**src/rtl/quadratic_real_roots_assert.svh**
```systemverilog
// ----------------------------------------------------------------------------
// quadratic_real_roots_assert.svh
// Assertion macros for the quadratic root solver, clocked on clk_i and
// disabled while rst_ni is low.
// ----------------------------------------------------------------------------
`ifndef QUADRATIC_REAL_ROOTS_ASSERT_SVH
`define QUADRATIC_REAL_ROOTS_ASSERT_SVH
`ifndef SYNTHESIS
// Same-cycle implication.
`define QRR_ASSERT_IMPL(lbl, ante, cons, msg) \
  lbl: assert property (@(posedge clk_i) disable iff (!rst_ni) (ante) |-> (cons)) \
    else $error(msg);
// Next-cycle implication.
`define QRR_ASSERT_NEXT(lbl, ante, cons, msg) \
  lbl: assert property (@(posedge clk_i) disable iff (!rst_ni) (ante) |=> (cons)) \
    else $error(msg);
`else
`define QRR_ASSERT_IMPL(lbl, ante, cons, msg)
`define QRR_ASSERT_NEXT(lbl, ante, cons, msg)
`endif
`endif

```
**src/rtl/qrr_pkg.sv**
```systemverilog
// ----------------------------------------------------------------------------
// qrr_pkg
// Widths, status codes and stage sideband type of the quadratic root solver.
// ----------------------------------------------------------------------------
package qrr_pkg;

  localparam int CoefW = 16;
  localparam int FracB = 16;
  // Discriminant magnitude, signed discriminant.
  localparam int RadW  = 2 * CoefW + 1;
  localparam int DiscW = RadW + 2;
  // Radicand is d * 2^(2F+2), padded to an even number of bits.
  localparam int ShW   = 2 * FracB + 2;
  localparam int SqrtN = (RadW + ShW + 1) / 2;
  localparam int PadW  = 2 * SqrtN;
  localparam int RemW  = SqrtN + 2;
  localparam int XW    = CoefW + FracB + 3;
  localparam int ZW    = XW + 2;
  localparam int MW    = CoefW + 2;
  localparam int NW    = ZW;
  localparam int RootW = 33;

  localparam logic signed [NW:0] RootMax = (NW+1)'(64'sd4294967295);
  localparam logic signed [NW:0] RootMin = -(NW+1)'(64'sd4294967296);

  typedef enum logic [1:0] {
    StTwo    = 2'd0,
    StRepeat = 2'd1,
    StNone   = 2'd2,
    StZeroA  = 2'd3
  } status_e;

  typedef struct packed {
    status_e               status;
    logic                  a_neg;
    logic signed [XW-1:0]  x;
    logic [MW-1:0]         m;
  } side_t;

endpackage

```
**src/rtl/qrr_disc.sv**
```systemverilog
// ----------------------------------------------------------------------------
// qrr_disc
// Two stages: products, then discriminant, status, scaled -b plus 2a and 4|a|.
// ----------------------------------------------------------------------------
module qrr_disc (
  input  logic                             clk_i,
  input  logic                             rst_ni,
  input  logic                             en_i,
  input  logic                             valid_i,
  input  logic signed [qrr_pkg::CoefW-1:0] a_i,
  input  logic signed [qrr_pkg::CoefW-1:0] b_i,
  input  logic signed [qrr_pkg::CoefW-1:0] c_i,
  output logic                             valid_o,
  output logic [qrr_pkg::RadW-1:0]         rad_o,
  output qrr_pkg::side_t                   side_o
);
  import qrr_pkg::*;

  logic                     v1_q, v2_q;
  logic signed [2*CoefW-1:0] bb_q, ac_q, bb_d, ac_d;
  logic signed [CoefW-1:0]  a_q, b_q;
  logic signed [DiscW-1:0]  disc;
  logic [CoefW:0]           amag;
  logic [RadW-1:0]          rad_d, rad_q;
  side_t                    side_d, side_q;

  assign bb_d = b_i * b_i;
  assign ac_d = a_i * c_i;

  always_ff @(posedge clk_i or negedge rst_ni) begin
    if (!rst_ni) begin
      v1_q <= 1'b0;
      v2_q <= 1'b0;
    end else if (en_i) begin
      v1_q <= valid_i;
      v2_q <= v1_q;
    end
  end

  always_ff @(posedge clk_i) begin
    if (en_i) begin
      bb_q   <= bb_d;
      ac_q   <= ac_d;
      a_q    <= a_i;
      b_q    <= b_i;
      rad_q  <= rad_d;
      side_q <= side_d;
    end
  end

  always_comb begin
    disc = DiscW'(bb_q) - (DiscW'(ac_q) <<< 2);
    amag = a_q[CoefW-1] ? -(CoefW+1)'(a_q) : (CoefW+1)'(a_q);
    rad_d = disc[RadW-1:0];
    side_d.a_neg = a_q[CoefW-1];
    side_d.x = (XW'(a_q) <<< 1) - (XW'(b_q) <<< (FracB + 1));
    side_d.m = MW'({amag, 2'b00});
    if (a_q == '0) begin
      side_d.status = StZeroA;
    end else if (disc[DiscW-1]) begin
      side_d.status = StNone;
    end else if (disc == '0) begin
      side_d.status = StRepeat;
    end else begin
      side_d.status = StTwo;
    end
  end

  assign valid_o = v2_q;
  assign rad_o   = rad_q;
  assign side_o  = side_q;

endmodule

```
**config.mk**
```make
export PLATFORM = sky130hd
export DESIGN_NAME = qrr_disc
export DESIGN_NICKNAME = d
export VERILOG_FILES = /design/src/rtl/quadratic_real_roots_assert.svh /design/src/rtl/qrr_pkg.sv /design/src/rtl/qrr_disc.sv
export SDC_FILE = /design/constraint.sdc
export NUM_CORES = 2
export LEC_CHECK = 0
export ABC_AREA = 1
export BUFFER_PORTS_ARGS = -buffer_cell sky130_fd_sc_hd__buf_2
export CAP_MARGIN = 20
export CORE_ASPECT_RATIO = 1.2
export CORE_MARGIN = 1
export CORE_UTILIZATION = 60
export DETAILED_ROUTE_END_ITERATION = 7
export PLACE_DENSITY_LB_ADDON = 0.3
export SLEW_MARGIN = 10
export SYNTH_ARGS = -nofsm -noshare
export SYNTH_HDL_FRONTEND = slang
export SYNTH_SLANG_ARGS = --single-unit
```
**constraint.sdc**
```tcl
create_clock -name clk_i -period 4 [get_ports clk_i]
set_input_delay 0.2 -clock clk_i [delete_from_list [all_inputs] [get_ports clk_i]]
set_output_delay 0.2 -clock clk_i [all_outputs]
set_load 0.01 [all_outputs]
```
# Word-level counts from Yosys, hierarchy flattened
# Index checks and enable logic that the tools add are counted.
[totals]
ff_bits = 185
inputBits = 52
out_inout_bits = 90
elab_cells = 24
[classes]
add_sub_neg = 3
mul = 2
mux = 3
n_reduce_logical = 3
[ops]
columns = ["op", "n"]
rows = [
  ["16-bit by 16-bit multiplier with 32-bit output", 2],
  ["35-bit logical NOT", 1],
  ["32-bit by 34-bit subtractor with 35-bit output", 1],
  ["17-bit by 33-bit subtractor with 34-bit output", 1],
  ["16-bit logical NOT", 1],
  ["16-bit negation", 1],
  ["15-bit 2-to-1 mux", 1],
  ["1-bit 2-to-1 mux", 2],
  ["2-bit OR reduction", 1],
]

# Depth between registers and ports, before layout
[depth]
ltp_word = 4
depth_mapped = 29
ltp_nobuf = 27

# Worst setup path after synthesis
# OpenSTA, ideal clock, no wires.
[synth_path]
path_kind = "in2reg"
startpoint = "input c_i[5] (netlist bit)"
endpoint = "register ac_q[29], data pin"
setup_time_ns = 0.259
t_arrival_ns = 5.455
required_time_ns = 3.741
path_slack_ns = -1.713
path_stages = 22
n_path_buf = 2
cell_sequence = "clkbuf_1 > clkbuf_1 > nand2_1 > fa_1 > inv_1 > fa_1 > fa_1 > fa_1 > fa_1 > inv_1 > fa_1 > inv_1 > ha_1 > nand2_1 > nor4_1 > nand3_1 > nand3_1 > nand3_1 > nand2_1 > nand3_1 > nand2_1 > xor2_1"
[synth_between]
elab_chain_len = 1
[synth_lines]
columns = ["item", "line", "source"]
rows = [
  ["start: declaration", "qrr_disc.sv:12", "input logic signed [qrr_pkg::CoefW-1:0] c_i,"],
  ["16-bit by 16-bit multiplier with 32-bit output", "qrr_disc.sv:28", "assign ac_d = a_i * c_i;"],
  ["via ac_d[29]", "qrr_disc.sv:20", "logic signed [2*CoefW-1:0] bb_q, ac_q, bb_d, ac_d;"],
  ["end signal: assignment", "qrr_disc.sv:43", "ac_q <= ac_d;"],
  ["end: declaration", "qrr_disc.sv:20", ""],
]
# The timed path passes the listed nets, and every way through them passes these cells.
# A chain may end at the register's enable or synchronous reset.

# Worst setup path after layout
[layout_path]
startpoint = "input b_i[3] (netlist bit)"
endpoint = "register bb_q[28], data pin"
[layout_between]
elab_chain_len = 1
[layout_lines]
columns = ["item", "line", "source"]
rows = [
  ["start: declaration", "qrr_disc.sv:11", "input logic signed [qrr_pkg::CoefW-1:0] b_i,"],
  ["16-bit by 16-bit multiplier with 32-bit output", "qrr_disc.sv:27", "assign bb_d = b_i * b_i;"],
  ["via bb_d[28]", "qrr_disc.sv:20", ""],
  ["end signal: assignment", "qrr_disc.sv:42", "bb_q <= bb_d;"],
  ["end: declaration", "qrr_disc.sv:20", ""],
]
# The timed path passes the listed nets, and every way through them passes these cells.

==> summary.md <==
| Metric | Value |
|---|---|
| Slew @ Worst Pin | `around 0.8 ns` |
| R2R Setup Slk | `approximately 0.87 ns` |
| Cell count of the worst reg-to-reg path | `10` |
| Worst Setup Path Type | `input port to register` |
| CTS Buf Count | `17` |
| WL final | `76760 µm` |
| Die Ht | `239.6 µm` |
| DR vias/cell | `approximately 5.3` |
| Status | `finished with violations` |
| Final setup vio count | `46` |
| Die area | `between 40000 and 50000 µm²` |
| Hold Path Class | `input port to asynchronous set/reset pin` |
| Latest clock arrival within the worst-skew pair | `roughly 0.47 ns` |
| Die X | `between 200 and 250 µm` |
| Req. time, crit path | `between 4 and 5 ns` |
| Worst Path Arrival | `around 5.3 ns` |
| Min Tclk post-route | `around 5 ns` |
| Area Overhead vs Synth | `28.93%` |
| Fmax | `198.6 MHz` |
| Routed len/inst | `17.46 µm` |
| H-tree Lvls | `4` |
| Vias in the first global route | `~25000` |
| MaxCap Viol Count | `0` |
| Cell count after synthesis | `around 3200` |
| RSZ-0062 raised after global routing | `true` |
| Fin. Hold Viols | `0` |
| Relative slew slack | `about 47%` |
| HPWL Detailed | `about 59000 µm` |
| Clock transition at the registers of the reported paths | `approximately 0.09 ns` |
| GRT overflow | `0` |
| Crit start category | `input port` |
| Period utilization | `125.9%` |
| Setup TNS Final | `-32.84 ns` |
| Row cnt | `86` |
| Fin util | `about 79%` |
| Finished Layout Cells | `~4400` |
| CTS tree | `yes` |
| Via count | `23376` |
| Nets@finish | `between 4000 and 5000` |
| Placed cells | `between 4000 and 5000` |
| Distinct cells, synth | `43` |
| Antenna Nets Post-Route | `0` |
| Yosys warnings | `0` |
| First-pass GRT wire length | `approximately 120000 µm` |
| Worst-path fanout max | `6` |
| Initial Util | `between 60% and 70%` |
| Port bufs | `approximately 140` |
| Sequential-to-total area share from yosys stat | `between 10% and 20%` |
| Syn Area/Cell | `8.691 µm²` |
| Endpoint class of the critical path | `register` |
| GRT Overall Usage | `32.50%` |
| DRC violations left | `0` |
| Largest net degree at the start of global routing | `80` |
| Core area | `roughly 46000 µm²` |
| Layout cells sized above 1 | `between 20 and 30%` |
| Mapped cell area | `approximately 28000 µm²` |
| Clock Tree Buf Depth | `2` |
| Clk root buf | `clkbuf_16` |
| Worst r2r dst | `side_o[47]` |
| Skew final | `between 0.01 and 0.015 ns` |
| CTS Sinks | `178` |
| DRT Pass-1 Iters | `5` |
| Final max-slew violation count | `0` |
| Yosys reg bits | `approximately 180` |
| Failing checks | `setup timing` |
| Starting DRT DRC Count | `1728` |
| Final Worst Setup Slack | `-1.035 ns` |
| R2R Path Start | `a_q[15]` |
| Placer congestion estimate | `0.9325` |
| Initial antenna violation count | `0` |
| # IOs | `roughly 140` |
| N_diodes | `0` |
-- cells in the mapped netlist (all sizes together) --
| library cell | instances | area (µm²) |
|---|---|---|
| o221ai | 4 | 35.03 |
| nor4 | 8 | 56.30 |
| nor3 | 18 | 115.1 |
| o21ai | 56 | 284.0 |
| and2 | 1 | 6.260 |
| nand4 | 18 | 112.6 |
| buf | 9 | 63.81 |
| conb | 1 | 3.750 |
| a21o | 13 | 97.59 |
| fa | 500 | 10010 |
| dfrtp | 2 | 50.05 |
| clkbuf | 87 | 326.6 |
| nand2 | 677 | 2571 |
| nand3b | 9 | 67.56 |
| inv | 973 | 3652 |
| o21a | 4 | 30.03 |
| xnor2 | 47 | 411.6 |
| nor3b | 1 | 7.510 |
| ha | 218 | 2728 |
| nand3 | 76 | 405.4 |
| o2111ai | 1 | 8.760 |
| o21bai | 8 | 60.06 |
| a21boi | 1 | 7.510 |
| nor2 | 139 | 541.8 |
| a211oi | 1 | 7.510 |
| a21oi | 119 | 618.1 |
| o311ai | 1 | 8.760 |
| a31oi | 7 | 43.79 |
| edfxtp | 176 | 5285 |
| clkinv | 2 | 7.510 |
| or2 | 7 | 43.79 |
| xor2 | 65 | 569.3 |
-- cells in the final DEF, fill, tap and decap left out, types with 6 or more instances in the layout --
cell / n
nand2_4: 44
nand4_1: 18
nor2_4: 11
ha_1: 169
nand3b_1: 9
o21ai_1: 14
nand3_2: 19
nand2_1: 554
buf_2: 93
o21bai_1: 8
nor2_1: 114
inv_1: 887
fa_2: 36
o21ai_0: 31
a21oi_4: 21
xor2_1: 60
nand2_2: 78
nor3_1: 9
buf_6: 78
nor4_4: 6
a21oi_2: 42
clkbuf_16: 19
nor3_2: 6
xnor2_1: 40
inv_2: 82
buf_12: 27
nor2_2: 14
a21o_1: 13
nand3_1: 57
buf_8: 18
clkinv_8: 6
a21oi_1: 56
edfxtp_1: 176
fa_1: 464
buf_4: 370
o21ai_2: 10
xnor2_2: 7
ha_4: 44
-- kinds of logic (layout without fill, tap and decap cells) --
kind of cell / after synthesis / count (layout) / share of synthesized area (%)
AO/OA/AOI/OAI: 215 / 215 / 4.254
XOR/XNOR: 112 / 112 / 3.474
adder cells (fa/ha/maj): 718 / 718 / 45.11
buffers and inverters: 1071 / 1599 / 14.34
flip-flops: 178 / 178 / 18.89
other: 1 / 4 / 0.01328
AND/OR/NAND/NOR: 954 / 954 / 13.91
-- stage by stage --
| step | hold slack (ns) | cell area [µm²] | setup WS (ns) |
|---|---|---|---|
| detailed placement | -0.01082 | 33100 | -1.613 |
| finish | 0.02961 | 36400 | -1.035 |
| global placement | -0.01611 | 33100 | -1.512 |
| global route | 0.04827 | 36400 | -1.145 |
| CTS | 0.01381 | 35280 | -0.9135 |
| floorplan | -0.09559 | 29690 | -1.207 |
-- final cells by class --
| class | instances | area, µm² |
|---|---|---|
| clock buffer | 17 | 425.4 |
| clock inverter | 15 | 217.7 |
| fill | 2836 | 9757 |
| inverter | 975 | 3675 |
| multi-input combinational | 2003 | 20940 |
| sequential | 178 | 5335 |
| tap | 616 | 770.7 |
| timing repair buffer | 592 | 5045 |
-- worst max-delay path: stages --
cell     delay, ns
buf_12        0.12
buf_4         0.14
nand2_2       0.05
inv_2         0.06
fa_1          0.50
inv_2         0.05
fa_1          0.53
inv_1         0.05
fa_1          0.54
fa_2          0.46
fa_1          0.51
inv_1         0.06
fa_1          0.49
inv_2         0.04
ha_4          0.25
a21oi_4       0.15
inv_1         0.05
a31oi_1       0.16
nand2_2       0.08
a21oi_4       0.18
o21ai_2       0.08
nand2_1       0.08
nand2_2       0.10
a21oi_4       0.18
xor2_1        0.08
-- routing by layer --
| layer | up-vias | share of wire [%] | global-route usage [%] |
|---|---|---|---|
| met1 | 11664 | 38 | 41.67 |
| li1 | 10574 | - | - |
| met5 | - | 0 | 0 |
| met3 | 215 | 6.2 | 3.872 |
| met4 | 0 | 3.6 | 11.87 |
| met2 | 923 | 52 | 56.38 |
-- what timing repair did --
action,CTS,global route
endpoints found under the hold margin,4,0
hold buffers,3,0
setup buffers,38,37
gates resized for setup,321,236
pin swaps,126,159
setup endpoints to repair,48,48
cloned,1,2
-- how the worst max path moves through the flow --
stage | slack (ns) | startpoint | cells after the start | end
3_5_place_dp | -1.61 | b_i[15] | 20 | bb_q[31]
3_3_place_gp | -1.51 | b_i[15] | 20 | bb_q[31]
6_report | -1.03 | b_i[3] | 25 | bb_q[28]
2_1_floorplan | -1.21 | b_i[3] | 25 | bb_q[29]
5_1_grt | -1.15 | b_i[3] | 25 | bb_q[28]
4_1_cts | -0.91 | b_i[9] | 24 | bb_q[29]
-- flip-flops by register name, indices dropped and copies added, names as in the netlist --
register / flops
rad_o: 32
side_o: 50
bb_q: 31
a_q: 16
b_q: 15
ac_q: 32
v1_q: 1
valid_o: 1
Power is not shown: default switching activity piles up to over one toggle a cycle in this logic, so the estimate is an artifact.
